**src/rtl/core/fmam_pkg.sv**
```systemverilog
// ----------------------------------------------------------------------------
// fmam_pkg
// Shared types, constants and a helper function of the FM/AM baseband
// modulator: register map, reset values, NCO polynomial coefficients and
// the controller-to-datapath command interface.
// ----------------------------------------------------------------------------
package fmam_pkg;

  localparam int PHASE_BITS_DEF  = 32;
  localparam int SAMPLE_BITS_DEF = 16;

  localparam int GAIN_W = 16;
  localparam int STEP_W = 31;
  localparam int CFG_DW = 31;
  localparam int CFG_IW = 2;
  localparam int MUL_W  = 32;
  localparam int X_W    = 31;
  localparam int Q_FRAC = 30;

  localparam logic [CFG_IW-1:0] REG_MOD_MODE   = 2'd0;
  localparam logic [CFG_IW-1:0] REG_AUDIO_GAIN = 2'd1;
  localparam logic [CFG_IW-1:0] REG_PHASE_STEP = 2'd2;

  localparam logic              MODE_RST = 1'b0;
  localparam logic [GAIN_W-1:0] GAIN_RST = 16'd256;
  localparam logic [STEP_W-1:0] STEP_RST = 31'd16106127;

  // Q30 magnitudes of the sin(pi/2 * x) polynomial, signs alternate
  localparam logic [X_W-1:0] COEF_C1 = 31'd1686629713;
  localparam logic [X_W-1:0] COEF_C3 = 31'd693598668;
  localparam logic [X_W-1:0] COEF_C5 = 31'd85569306;
  localparam logic [X_W-1:0] COEF_C7 = 31'd5026995;
  localparam logic [X_W-1:0] COEF_C9 = 31'd172272;

  localparam logic [1:0] HORNER_LAST = 2'd3;

  typedef enum logic [3:0] {
    OP_NONE,
    OP_LOAD,
    OP_GAIN_MUL,
    OP_GAIN_WB,
    OP_PH_LO_MUL,
    OP_PH_LO_WB,
    OP_PH_HI_MUL,
    OP_PH_UPD,
    OP_X_SET,
    OP_SQ_MUL,
    OP_SQ_WB,
    OP_HORN_MUL,
    OP_HORN_WB,
    OP_FIN_MUL,
    OP_FIN_WB,
    OP_OUT
  } dp_op_t;

  typedef struct packed {
    dp_op_t     op;
    logic       pass;   // 0: sine, 1: cosine
    logic [1:0] k;      // Horner step
  } dp_cmd_t;

  typedef struct packed {
    logic am;
  } dp_sts_t;

  function automatic logic [X_W-1:0] horner_coef(input logic [1:0] k);
    logic [X_W-1:0] c;
    case (k)
      2'd0:    c = COEF_C7;
      2'd1:    c = COEF_C5;
      2'd2:    c = COEF_C3;
      default: c = COEF_C1;
    endcase
    return c;
  endfunction

endpackage

```
**src/rtl/core/fmam_ctrl.sv**
```systemverilog
// ----------------------------------------------------------------------------
// fmam_ctrl
// Sequencer of the modulator: walks one item through gain, then in FM mode
// phase update and two NCO polynomial passes; owns input/output handshakes.
// ----------------------------------------------------------------------------
module fmam_ctrl (
  input  logic              clk,
  input  logic              rst_n,
  input  logic              in_valid,
  output logic              in_ready,
  output logic              out_valid,
  input  logic              out_ready,
  input  fmam_pkg::dp_sts_t sts,
  output fmam_pkg::dp_cmd_t cmd
);

  typedef enum logic [14:0] {
    ST_IDLE     = 15'h0001,
    ST_GAIN_MUL = 15'h0002,
    ST_GAIN_WB  = 15'h0004,
    ST_PH_LO    = 15'h0008,
    ST_PH_LO_WB = 15'h0010,
    ST_PH_HI    = 15'h0020,
    ST_PH_UPD   = 15'h0040,
    ST_X_SET    = 15'h0080,
    ST_SQ_MUL   = 15'h0100,
    ST_SQ_WB    = 15'h0200,
    ST_HORN_MUL = 15'h0400,
    ST_HORN_WB  = 15'h0800,
    ST_FIN_MUL  = 15'h1000,
    ST_FIN_WB   = 15'h2000,
    ST_OUTPUT   = 15'h4000
  } state_t;

  state_t     state_r, state_nxt;
  logic [1:0] k_r, k_nxt;
  logic       pass_r, pass_nxt;
  logic       out_valid_r, out_valid_nxt;
  logic       slot_free;

  assign slot_free = !out_valid_r || out_ready;
  assign in_ready  = (state_r == ST_IDLE);
  assign out_valid = out_valid_r;

  always_comb begin
    state_nxt     = state_r;
    k_nxt         = k_r;
    pass_nxt      = pass_r;
    out_valid_nxt = out_valid_r && !out_ready;
    cmd.op        = fmam_pkg::OP_NONE;
    cmd.pass      = pass_r;
    cmd.k         = k_r;
    case (state_r)
      ST_IDLE: begin
        if (in_valid) begin
          cmd.op    = fmam_pkg::OP_LOAD;
          state_nxt = ST_GAIN_MUL;
        end
      end
      ST_GAIN_MUL: begin
        cmd.op    = fmam_pkg::OP_GAIN_MUL;
        state_nxt = ST_GAIN_WB;
      end
      ST_GAIN_WB: begin
        cmd.op    = fmam_pkg::OP_GAIN_WB;
        state_nxt = sts.am ? ST_OUTPUT : ST_PH_LO;
      end
      ST_PH_LO: begin
        cmd.op    = fmam_pkg::OP_PH_LO_MUL;
        state_nxt = ST_PH_LO_WB;
      end
      ST_PH_LO_WB: begin
        cmd.op    = fmam_pkg::OP_PH_LO_WB;
        state_nxt = ST_PH_HI;
      end
      ST_PH_HI: begin
        cmd.op    = fmam_pkg::OP_PH_HI_MUL;
        state_nxt = ST_PH_UPD;
      end
      ST_PH_UPD: begin
        cmd.op    = fmam_pkg::OP_PH_UPD;
        pass_nxt  = 1'b0;
        state_nxt = ST_X_SET;
      end
      ST_X_SET: begin
        cmd.op    = fmam_pkg::OP_X_SET;
        state_nxt = ST_SQ_MUL;
      end
      ST_SQ_MUL: begin
        cmd.op    = fmam_pkg::OP_SQ_MUL;
        state_nxt = ST_SQ_WB;
      end
      ST_SQ_WB: begin
        cmd.op    = fmam_pkg::OP_SQ_WB;
        k_nxt     = '0;
        state_nxt = ST_HORN_MUL;
      end
      ST_HORN_MUL: begin
        cmd.op    = fmam_pkg::OP_HORN_MUL;
        state_nxt = ST_HORN_WB;
      end
      ST_HORN_WB: begin
        cmd.op    = fmam_pkg::OP_HORN_WB;
        k_nxt     = k_r + 2'd1;
        state_nxt = (k_r == fmam_pkg::HORNER_LAST) ? ST_FIN_MUL : ST_HORN_MUL;
      end
      ST_FIN_MUL: begin
        cmd.op    = fmam_pkg::OP_FIN_MUL;
        state_nxt = ST_FIN_WB;
      end
      ST_FIN_WB: begin
        cmd.op    = fmam_pkg::OP_FIN_WB;
        pass_nxt  = 1'b1;
        state_nxt = pass_r ? ST_OUTPUT : ST_X_SET;
      end
      ST_OUTPUT: begin
        if (slot_free) begin
          cmd.op        = fmam_pkg::OP_OUT;
          out_valid_nxt = 1'b1;
          state_nxt     = ST_IDLE;
        end
      end
      default: begin
        state_nxt = ST_IDLE;
      end
    endcase
  end

  always_ff @(posedge clk) begin
    if (!rst_n) begin
      state_r     <= ST_IDLE;
      k_r         <= '0;
      pass_r      <= 1'b0;
      out_valid_r <= 1'b0;
    end else begin
      state_r     <= state_nxt;
      k_r         <= k_nxt;
      pass_r      <= pass_nxt;
      out_valid_r <= out_valid_nxt;
    end
  end

  a_accept_starts: assert property (@(posedge clk) disable iff (!rst_n)
    (in_valid && in_ready) |=> (state_r == ST_GAIN_MUL))
    else $error("accepted item did not start the gain multiply");

  a_out_from_output: assert property (@(posedge clk) disable iff (!rst_n)
    $rose(out_valid_r) |-> $past(state_r == ST_OUTPUT))
    else $error("result valid raised outside the output state");

  a_horner_count: assert property (@(posedge clk) disable iff (!rst_n)
    (state_r == ST_FIN_MUL) |-> ($past(k_r) == fmam_pkg::HORNER_LAST))
    else $error("final multiply reached before all Horner steps");

  a_output_holds: assert property (@(posedge clk) disable iff (!rst_n)
    (state_r == ST_OUTPUT && out_valid_r && !out_ready) |=> (state_r == ST_OUTPUT))
    else $error("pending result overwritten");

endmodule

```
**src/rtl/core/fmam_datapath.sv**
```systemverilog
// ----------------------------------------------------------------------------
// fmam_datapath
// Configuration registers, phase accumulator and one shared 32x32 multiplier
// with product register; each controller op selects operands or a write-back.
// ----------------------------------------------------------------------------
module fmam_datapath #(
  parameter int PHASE_BITS  = fmam_pkg::PHASE_BITS_DEF,
  parameter int SAMPLE_BITS = fmam_pkg::SAMPLE_BITS_DEF
) (
  input  logic                                clk,
  input  logic                                rst_n,
  input  logic                                cfg_we,
  input  logic [fmam_pkg::CFG_IW-1:0]         cfg_idx,
  input  logic [fmam_pkg::CFG_DW-1:0]         cfg_wdata,
  input  logic signed [SAMPLE_BITS-1:0]       in_audio_sample,
  input  fmam_pkg::dp_cmd_t                   cmd,
  output fmam_pkg::dp_sts_t                   sts,
  output logic signed [SAMPLE_BITS-1:0]       out_i_out,
  output logic signed [SAMPLE_BITS-1:0]       out_q_out
);

  localparam int PB     = PHASE_BITS;
  localparam int SB     = SAMPLE_BITS;
  localparam int MW     = fmam_pkg::MUL_W;
  localparam int XW     = fmam_pkg::X_W;
  localparam int QF     = fmam_pkg::Q_FRAC;
  localparam int GW     = fmam_pkg::GAIN_W;
  localparam int SW     = fmam_pkg::STEP_W;
  localparam int ACC_W  = SB + SW;
  localparam int PMAG_W = SB + GW - 8;
  localparam int FOLD_W = PB - 2 + QF;

  localparam logic [PMAG_W-1:0] HALF   = PMAG_W'(1) << (SB - 1);
  localparam logic [PB-1:0]     QTR    = PB'(1) << (PB - 2);
  localparam logic [XW-1:0]     X_ONE  = XW'(1) << QF;
  localparam logic [MW-1:0]     RND    = MW'(1) << (QF - SB);
  localparam logic [MW-1:0]     FULL_P = (MW'(1) << (SB - 1)) - MW'(1);

  logic                 mode_r;
  logic [GW-1:0]        gain_r;
  logic [SW-1:0]        step_r;
  logic [PB-1:0]        phase_r;
  logic [SB-1:0]        mag_r;
  logic                 neg_r;
  logic [SB-1:0]        amag_r;
  logic [2*MW-1:0]      prod_r;
  logic [ACC_W-1:0]     acc_r;
  logic [XW-1:0]        x_r;
  logic [1:0]           quad_r;
  logic [XW-1:0]        x2_r;
  logic [XW-1:0]        t_r;
  logic signed [SB-1:0] res_i_r;
  logic signed [SB-1:0] res_q_r;
  logic signed [SB-1:0] out_i_r;
  logic signed [SB-1:0] out_q_r;

  logic [MW-1:0]        mul_a, mul_b;
  logic [2*MW-1:0]      prod_nxt;
  logic [PMAG_W-1:0]    pmag, lim;
  logic [SB-1:0]        amag_nxt;
  logic [SB-1:0]        mag_nxt;
  logic [ACC_W-1:0]     ph_sum;
  logic [PB+ACC_W-1:0]  ph_wide;
  logic [PB-1:0]        ph_d;
  logic [PB-1:0]        phase_nxt;
  logic [PB-1:0]        ph_sel;
  logic [FOLD_W-1:0]    fold_wide;
  logic [XW-1:0]        x0, x_nxt;
  logic [XW-1:0]        prod_q;
  logic [MW-1:0]        rnd_sum, rnd_val;
  logic [SB-1:0]        trig_mag;
  logic signed [SB-1:0] trig_val;

  assign sts.am    = mode_r;
  assign out_i_out = out_i_r;
  assign out_q_out = out_q_r;

  always_comb begin
    mul_a = '0;
    mul_b = '0;
    case (cmd.op)
      fmam_pkg::OP_GAIN_MUL: begin
        mul_a = MW'(mag_r);
        mul_b = MW'(gain_r);
      end
      fmam_pkg::OP_PH_LO_MUL: begin
        mul_a = MW'(amag_r);
        mul_b = MW'(step_r[15:0]);
      end
      fmam_pkg::OP_PH_HI_MUL: begin
        mul_a = MW'(amag_r);
        mul_b = MW'(step_r[SW-1:16]);
      end
      fmam_pkg::OP_SQ_MUL: begin
        mul_a = MW'(x_r);
        mul_b = MW'(x_r);
      end
      fmam_pkg::OP_HORN_MUL: begin
        mul_a = MW'(x2_r);
        mul_b = MW'(t_r);
      end
      fmam_pkg::OP_FIN_MUL: begin
        mul_a = MW'(x_r);
        mul_b = MW'(t_r);
      end
      default: begin
        mul_a = '0;
        mul_b = '0;
      end
    endcase
  end

  assign prod_nxt = (2*MW)'(mul_a) * (2*MW)'(mul_b);
  assign prod_q   = prod_r[QF+XW-1:QF];

  // gain and clip, truncating toward zero
  assign mag_nxt  = in_audio_sample[SB-1] ? SB'(-in_audio_sample) : SB'(in_audio_sample);
  assign pmag     = prod_r[SB+GW-1:8];
  assign lim      = neg_r ? HALF : (HALF - PMAG_W'(1));
  assign amag_nxt = (pmag > lim) ? lim[SB-1:0] : pmag[SB-1:0];

  // phase increment
  assign ph_sum    = acc_r + {prod_r[ACC_W-17:0], 16'b0};
  assign ph_wide   = {{PB{1'b0}}, ph_sum} >> (SB - 1);
  assign ph_d      = ph_wide[PB-1:0];
  assign phase_nxt = neg_r ? (phase_r - ph_d) : (phase_r + ph_d);

  // quarter-wave fold to Q30
  assign ph_sel    = cmd.pass ? (phase_r + QTR) : phase_r;
  assign fold_wide = {ph_sel[PB-3:0], {QF{1'b0}}} >> (PB - 2);
  assign x0        = {1'b0, fold_wide[QF-1:0]};
  assign x_nxt     = ph_sel[PB-2] ? (X_ONE - x0) : x0;

  // round to output format and saturate
  assign rnd_sum  = MW'(prod_q) + RND;
  assign rnd_val  = rnd_sum >> (QF + 1 - SB);
  assign trig_mag = (rnd_val > FULL_P) ? FULL_P[SB-1:0] : rnd_val[SB-1:0];
  assign trig_val = quad_r[1] ? $signed(-trig_mag) : $signed(trig_mag);

  always_ff @(posedge clk) begin
    if (!rst_n) begin
      mode_r  <= fmam_pkg::MODE_RST;
      gain_r  <= fmam_pkg::GAIN_RST;
      step_r  <= fmam_pkg::STEP_RST;
      phase_r <= '0;
    end else begin
      if (cfg_we) begin
        case (cfg_idx)
          fmam_pkg::REG_MOD_MODE:   mode_r <= cfg_wdata[0];
          fmam_pkg::REG_AUDIO_GAIN: gain_r <= cfg_wdata[GW-1:0];
          fmam_pkg::REG_PHASE_STEP: step_r <= cfg_wdata[SW-1:0];
          default: begin
          end
        endcase
      end
      if (cmd.op == fmam_pkg::OP_PH_UPD) begin
        phase_r <= phase_nxt;
      end
    end
  end

  always_ff @(posedge clk) begin
    prod_r <= prod_nxt;
    case (cmd.op)
      fmam_pkg::OP_LOAD: begin
        mag_r <= mag_nxt;
        neg_r <= in_audio_sample[SB-1];
      end
      fmam_pkg::OP_GAIN_WB: begin
        amag_r  <= amag_nxt;
        res_i_r <= neg_r ? $signed(-amag_nxt) : $signed(amag_nxt);
        res_q_r <= '0;
      end
      fmam_pkg::OP_PH_LO_WB: begin
        acc_r <= prod_r[ACC_W-1:0];
      end
      fmam_pkg::OP_X_SET: begin
        x_r    <= x_nxt;
        quad_r <= ph_sel[PB-1:PB-2];
      end
      fmam_pkg::OP_SQ_WB: begin
        x2_r <= prod_q;
        t_r  <= fmam_pkg::COEF_C9;
      end
      fmam_pkg::OP_HORN_WB: begin
        t_r <= fmam_pkg::horner_coef(cmd.k) - prod_q;
      end
      fmam_pkg::OP_FIN_WB: begin
        if (cmd.pass) begin
          res_q_r <= trig_val;
        end else begin
          res_i_r <= trig_val;
        end
      end
      fmam_pkg::OP_OUT: begin
        out_i_r <= res_i_r;
        out_q_r <= res_q_r;
      end
      default: begin
      end
    endcase
  end

  a_am_q_zero: assert property (@(posedge clk) disable iff (!rst_n)
    (cmd.op == fmam_pkg::OP_GAIN_WB && mode_r) |=> (res_q_r == '0))
    else $error("AM quadrature result not zero");

endmodule

```
**src/rtl/core/fm_am_baseband_modulator.sv**
```systemverilog
// ----------------------------------------------------------------------------
// fm_am_baseband_modulator
// FM/AM baseband modulator: gain and clip of each audio item, then either the
// clipped amplitude (AM) or sine/cosine of a wrapping phase accumulator (FM).
//
//   channel  dir  handshake             payload
//   in       in   in_valid/in_ready     in_audio_sample
//   out      out  out_valid/out_ready   out_i_out, out_q_out
//   cfg      in   cfg_we                cfg_idx, cfg_wdata
//
// One item at a time on a single shared 32x32 multiplier; every product has
// a multiply state and a write-back state. AM items take the gain only; FM
// items take gain, two-part phase product and two degree-9 NCO passes.
// Reset (synchronous) zeroes the phase and loads register defaults.
// A finished result waits in the output register; a new item is accepted
// meanwhile, and the sequencer stalls only if the next result is ready first.
// ----------------------------------------------------------------------------
module fm_am_baseband_modulator #(
  parameter int PHASE_BITS  = fmam_pkg::PHASE_BITS_DEF,
  parameter int SAMPLE_BITS = fmam_pkg::SAMPLE_BITS_DEF
) (
  input  logic                          clk,
  input  logic                          rst_n,
  input  logic                          cfg_we,
  input  logic [fmam_pkg::CFG_IW-1:0]   cfg_idx,
  input  logic [fmam_pkg::CFG_DW-1:0]   cfg_wdata,
  input  logic                          in_valid,
  output logic                          in_ready,
  input  logic signed [SAMPLE_BITS-1:0] in_audio_sample,
  output logic                          out_valid,
  input  logic                          out_ready,
  output logic signed [SAMPLE_BITS-1:0] out_i_out,
  output logic signed [SAMPLE_BITS-1:0] out_q_out
);

  fmam_pkg::dp_cmd_t cmd;
  fmam_pkg::dp_sts_t sts;

  fmam_ctrl u_ctrl (
    .clk       (clk),
    .rst_n     (rst_n),
    .in_valid  (in_valid),
    .in_ready  (in_ready),
    .out_valid (out_valid),
    .out_ready (out_ready),
    .sts       (sts),
    .cmd       (cmd)
  );

  fmam_datapath #(
    .PHASE_BITS  (PHASE_BITS),
    .SAMPLE_BITS (SAMPLE_BITS)
  ) u_datapath (
    .clk             (clk),
    .rst_n           (rst_n),
    .cfg_we          (cfg_we),
    .cfg_idx         (cfg_idx),
    .cfg_wdata       (cfg_wdata),
    .in_audio_sample (in_audio_sample),
    .cmd             (cmd),
    .sts             (sts),
    .out_i_out       (out_i_out),
    .out_q_out       (out_q_out)
  );

endmodule
```
**config.mk**
```make
export PLATFORM = sky130hd
export DESIGN_NAME = fm_am_baseband_modulator
export DESIGN_NICKNAME = d
export VERILOG_FILES = /design/src/rtl/core/fmam_pkg.sv /design/src/rtl/core/fmam_ctrl.sv /design/src/rtl/core/fmam_datapath.sv /design/src/rtl/core/fm_am_baseband_modulator.sv
export SDC_FILE = /design/constraint.sdc
export NUM_CORES = 2
export LEC_CHECK = 0
export BUFFER_PORTS_ARGS = -buffer_cell sky130_fd_sc_hd__buf_2
export CAP_MARGIN = 0
export CORE_AREA = 4 4 391 393
export CTS_BUF_LIST = sky130_fd_sc_hd__clkbuf_8
export DETAILED_ROUTE_END_ITERATION = 10
export DIE_AREA = 0 0 395 397
export SLEW_MARGIN = 5
export SYNTH_ARGS = -nofsm -noshare
export SYNTH_HDL_FRONTEND = slang
export SYNTH_HIERARCHICAL = 1
export SYNTH_SLANG_ARGS = --single-unit
```
**constraint.sdc**
```tcl
create_clock -name clk -period 15.3 [get_ports clk]
set_input_delay 3.06 -clock clk [delete_from_list [all_inputs] [get_ports clk]]
set_output_delay 3.06 -clock clk [all_outputs]
set_load 0.005 [all_outputs]
```
# After elaboration in Yosys (flattened, before gate mapping)

Cells that the tools add are included.

Bits in registers: 399
Latch bits: 0
RAM bits: 0
ROM bits: 0
Bits of input ports: 54
Output and inout bits: 34
Logic and storage cells: 126
Memories: 0

Add/subtract/negate cells: 11
Multiply operators: 1
Divide/modulo/power cells: 0
Order comparisons: 2
Equality and inequality tests: 39
Shifts and indexed selects: 0
Multiplexer cells: 31
Bitwise logic cells: 0
Reduce and logical (&&, ||, !) cells: 19

Operator list:

| cell                   | count |
|---|---|
| $pmux 15 s15           | 1 |
| $pmux 31 s5            | 1 |
| $pmux 31 s4            | 1 |
| $mux 16                | 7 |
| $pmux 31 s3            | 1 |
| $mux 15                | 5 |
| $mux 32                | 2 |
| $pmux 16 s2            | 2 |
| $pmux 31 s2            | 1 |
| $mul 31x31->61         | 1 |
| $pmux 4 s15            | 1 |
| $neg 16->16            | 3 |
| $add 47x47->47         | 1 |
| $add 31x15->32 const B | 1 |
| $add 32x31->32 const B | 1 |
| $add 32x32->32         | 1 |
| $eq 4x4->1 const B     | 8 |
| $sub 32x32->32         | 1 |
| $mux 31                | 1 |
| $sub 31x30->31 const A | 1 |
| $sub 31x31->31         | 1 |
| $mux 30                | 1 |
| $gt 24x16->1           | 1 |
| $gt 17x15->1 const B   | 1 |
| other kinds (35)       | 58 |

# Depth between registers and ports, before layout

Depth after elaboration: 8
Mapped depth: 45
Mapped depth without buffers: 40

# Cells and area by module

The synthesis kept the hierarchy.

By module, submodules not included:

| module        | times used | cells an instance | area each (µm²) | sequential area each (µm²) |
|---|---|---|---|---|
| fmam_datapath | 1          | 5570              | 50748.7         | 9519.1 |
| fmam_ctrl     | 1          | 145               | 1217.4          | 380.4 |

# Least setup slack after synthesis

Ideal clock, no wire load.

Kind: in2reg
From: input port out_ready
To: register u_datapath.prod_r[51]
Setup time: 0.072 ns
Data arrival time: 12.281 ns
Required time: 15.228 ns
Slack: 2.947 ns
Cell stages on the path: 39
Buffers on the path: 4
Cell sequence: nor2b_1 > nor2b_1 > o21ai_0 > and3_1 > nand4_1 > nand2b_1 > nor2_1 > clkbuf_1 > clkbuf_1 > a22o_1 > a221oi_1 > clkbuf_1 > nor2_1 > fa_1 > fa_1 > fa_1 > inv_1 > fa_1 > (+3 left out) > fa_1 > inv_1 > fa_1 > fa_1 > ha_1 > clkbuf_1 > a21o_1 > a21o_1 > a21oi_1 > o21ai_0 > a31oi_1 > o41a_1 > o41ai_4 > a41oi_1 > o21bai_1 > a41o_1 > a31oi_1 > xnor2_1

RTL lines:

| element              | RTL line                       | RTL |
|---|---|---|
| start, declared      | fm_am_baseband_modulator.sv:31 | `input logic out_ready,` |
| end signal, assigned | fmam_datapath.sv:163           | `prod_r <= prod_nxt;` |
| end, declared        | fmam_datapath.sv:46            | `logic [2*MW-1:0] prod_r;` |

==> flow_metrics.env <==
export IMPL_status="completed"
export IMPL_hold_vio_cnt_final=0
export IMPL_core_area_sq_um=149000
export IMPL_finish_utilization=0.380
export IMPL_switching_share=0.292
export IMPL_grt_use_total=0.231
export IMPL_hp_start="u_datapath/res_q_r[3]"
export IMPL_floorplan_die_width_microns=395
export IMPL_hold_path_depth=0
export IMPL_yosys_warnings=6
export IMPL_ctsHtreeMaxLevel=3
export IMPL_drt_vias_per_instance=5.39
export IMPL_met3_wirelength_microns=16700
export IMPL_routed_wire_length_per_instance_microns=23.4
export IMPL_clock_power_share=0.406
export IMPL_worstPathArrival_ns=14.37
export IMPL_hold_path_class="flip-flop to flip-flop"
export IMPL_max_slew_margin=0.0982
export IMPL_grt_antenna_before_repair=13
export IMPL_i_o_buffers=87
export IMPL_syn_instance_count=5715
export IMPL_final_nets=7005
export IMPL_r2r_cell_count=36
export IMPL_timing_max_transition_violations_final=0
export IMPL_final_period_utilization=0.904
export IMPL_synth_async_reset_ratio=0
export IMPL_synth_top_cells_by_area="fa_1 32%, edfxtp_1 13%, ha_1 8.8%"
export IMPL_routed_via_count=42100
export IMPL_tns_ns=0
export IMPL_syn_area_sq_um=52000
export IMPL_tritoncts_num_buffers=69
export IMPL_post_cts_setup_buffer_count=0
export IMPL_routed_top_layer="met5"
export IMPL_fp_dieArea_sq_um=157000
export IMPL_number_of_core_rows=142
export IMPL_route_detailed_drc=0
export IMPL_yosysMostFrequentCell="inv_1"
export IMPL_capture_point_of_the_worst_reg_to_reg_path="u_datapath/prod_r[60]"
export IMPL_yosysSeqAreaShare=0.190
export IMPL_route_final_wire_length_microns=183000
export IMPL_critPathMaxStageDelay_ns=1.19
export IMPL_crit_path_start_kind="primary input"
export IMPL_cts_root_buf="clkbuf_8"
export IMPL_netlist_cell_types=108
export IMPL_grt_max_degree=92
export IMPL_cts_root_to_sink_buffers=3
export IMPL_met1Wirelength_microns=75400
export IMPL_grt_first_pass_wirelength_microns=273000
export IMPL_gp_congestion=0.980
export IMPL_syn_num_nets=6972
export IMPL_min_delay_worst_endpoint="u_datapath/out_q_out[3]"
export IMPL_cts_hold_fix_buffers=0
export IMPL_worstPathRequired_ns=15.83
export IMPL_critical_path_most_common_cell="fa_1"
export IMPL_yosysTopAreaCell="fa_1"
export IMPL_layout_min_cycle_time_ns=13.84
export IMPL_dr_first_iter_drc_count=4042
export IMPL_rsz0062_at_grt="no"
export IMPL_boundaryPins=88
export IMPL_rr_startpoint="u_ctrl/state_r[0]"
export IMPL_clock_pin_slew_of_the_registers_on_the_worst_case_setup_and_hold_paths_ns=0.07
export IMPL_clock_latency_at_the_later_pin_of_the_worst_skew_pair_ns=0.67
export IMPL_dp_hpwl_microns=147000
export IMPL_power_sequential_fraction=0.463
export IMPL_critPathMaxFanout=37
export IMPL_floorplan_initialDensity=0.348
export IMPL_die_height_microns=397
export IMPL_power_total_mw=2.45
export IMPL_power_density_nw_per_um2=43.1
export IMPL_worst_slew_pin_transition_ns=1.35
export IMPL_wl_met2_microns=82700
export IMPL_p_sw_uw=714
export IMPL_leftover_overflow_at_the_end_of_global_routing=0
export IMPL_post_route_cells_drive_above_1_share=0.0806
export IMPL_vias_in_the_first_global_route=42900
export IMPL_tritoncts="done"
export IMPL_footprint_of_the_multi_input_gates_sq_um=38000
export IMPL_yosys_area_top_type_share=0.323
export IMPL_synth_enable_flop_cells=223
export IMPL_sequential_cell_area_sq_um=9900
export IMPL_synth_ff_latch_count=383
export IMPL_synthesis_area_per_instance_sq_um=9.09
export IMPL_p_int_mw=1.73
export IMPL_netlist_top_cells_count="884 x inv_1, 844 x nand2_1, 839 x fa_1, 622 x nor2_1, 364 x ha_1"
export IMPL_timing_critical_path_to_type="flip-flop"
export IMPL_max_vdd_ir_drop_mv=0.0851
export IMPL_postCtsResizedCells=0
export IMPL_antenna_left=0
export IMPL_final_setup_vio_count=0
export IMPL_synthesis_to_layout_area_growth_pct=9.23
export IMPL_clock_fmax_mhz=72.3
export IMPL_cp_slowest_cell="a221oi_4"
export IMPL_static_leakage_power_nw=25.8
export IMPL_worst_setup_path_type="primary input to flip-flop"
export IMPL_firstDrtPassIters=7
export IMPL_reg2reg_slack_ns=3.25
export IMPL_layout_filler_cells=15100
export IMPL_cap_violations=0
export IMPL_yosys_most_used_dff="edfxtp_1"
export IMPL_fin_skew_ns=0.0289
export IMPL_power_share_combinational=0.131
export IMPL_numClockSinks=383
==> stage by stage <==
| step | instances | setup slack, ns | hold WS [ns] | area, sq um |
|---|---|---|---|---|
| global route | 7822 | 1.23 | 0.427 | 56800 |
| global placement | 7693 | 1.20 | 0.406 | 55400 |
| finish | 7825 | 1.46 | 0.421 | 56800 |
| floorplan | 5715 | 2.95 | 0.400 | 52000 |
| detailed placement | 7693 | 1.11 | 0.406 | 55400 |
| CTS | 7820 | 1.80 | 0.424 | 56800 |
==> cell usage in the layout (no fill, tap or decap), drive strengths merged, types with 46 or more instances in the layout <==
cell and n:
buf 247, xor2 83, ha 364, a22oi 48, nand3 78, a22o 46
clkbuf 76, nand2 844, nor2 622, o21ai 142, edfxtp 223, a21boi 49
fa 839, nand2b 48, inv 903, a21oi 182, dfxtp 160, nor3 55
a21o 76, xnor2 140
==> worst max-delay path: cells and delay by family <==
family	cells	cell delay [ns]
adders and majority gates	9	4.41
AOI/OAI and AO/OA	9	3.63
and+or+nand+nor	10	2.32
buffers and inverters	6	0.67
muxes	1	0.19
==> cells by family after synthesis <==
kind of cell               share of synthesized area
AOI/OAI and AO/OA                              0.109
DFF                                            0.190
muxes                                        0.00294
xor gates and xnor gates                      0.0379
buffers and inverters                         0.0854
adders and majority gates                      0.411
and+or+nand+nor                                0.164
==> worst max-delay path by stage <==
stage	start	to	slack, ns	cells past startpoint
4_1_cts	out_ready	u_datapath/prod_r[60]	1.80	35
3_3_place_gp	out_ready	u_datapath/prod_r[43]	1.20	37
2_1_floorplan	out_ready	u_datapath/prod_r[51]	2.95	39
6_report	out_ready	u_datapath/prod_r[60]	1.46	35
3_5_place_dp	out_ready	u_datapath/prod_r[60]	1.11	35
5_1_grt	out_ready	u_datapath/prod_r[43]	1.23	37
==> registers in the layout, summed over array words and instances (netlist names), 15 cells and up <==
name	flops
u_datapath/prod_r	61
u_datapath/acc_r	32
u_datapath/phase_r	32
u_datapath/step_r	31
u_datapath/t_r	31
u_datapath/x2_r	31
u_datapath/x_r	31
u_datapath/amag_r	16
u_datapath/gain_r	16
u_datapath/mag_r	16
u_datapath/out_i_out	16
u_datapath/out_q_out	16
u_datapath/res_i_r	16
u_datapath/res_q_r	16
u_ctrl/state_r	15
==> layer usage <==
layer | up-vias | GRT usage
li1 | 18500 | -
met1 | 21300 | 0.308
met2 | 2024 | 0.369
met3 | 374 | 0.0435
met4 | 2 | 0.0960
met5 | - | 0
==> cell type report <==
cell class,instances,area share
Inverter,885,0.0585
Clock inverter,51,0.00615
Antenna cell,5,0.000220
Tap cell,2016,0.0444
Timing Repair Buffer,247,0.0291
Clock buffer,76,0.0184
Sequential cell,383,0.174
Multi-Input combinational cell,4162,0.669
==> power groups by stage <==
stage / registers, mW / clock network [mW] / logic, mW
CTS: 1.13 / 1.02 / 0.313
floorplan: 1.13 / 0 / 0.202
global placement: 1.15 / 0 / 0.309
finish: 1.13 / 0.993 / 0.319
global route: 1.13 / 1.06 / 0.342
detailed placement: 1.15 / 0 / 0.312
(Power assumes the default switching activity.)
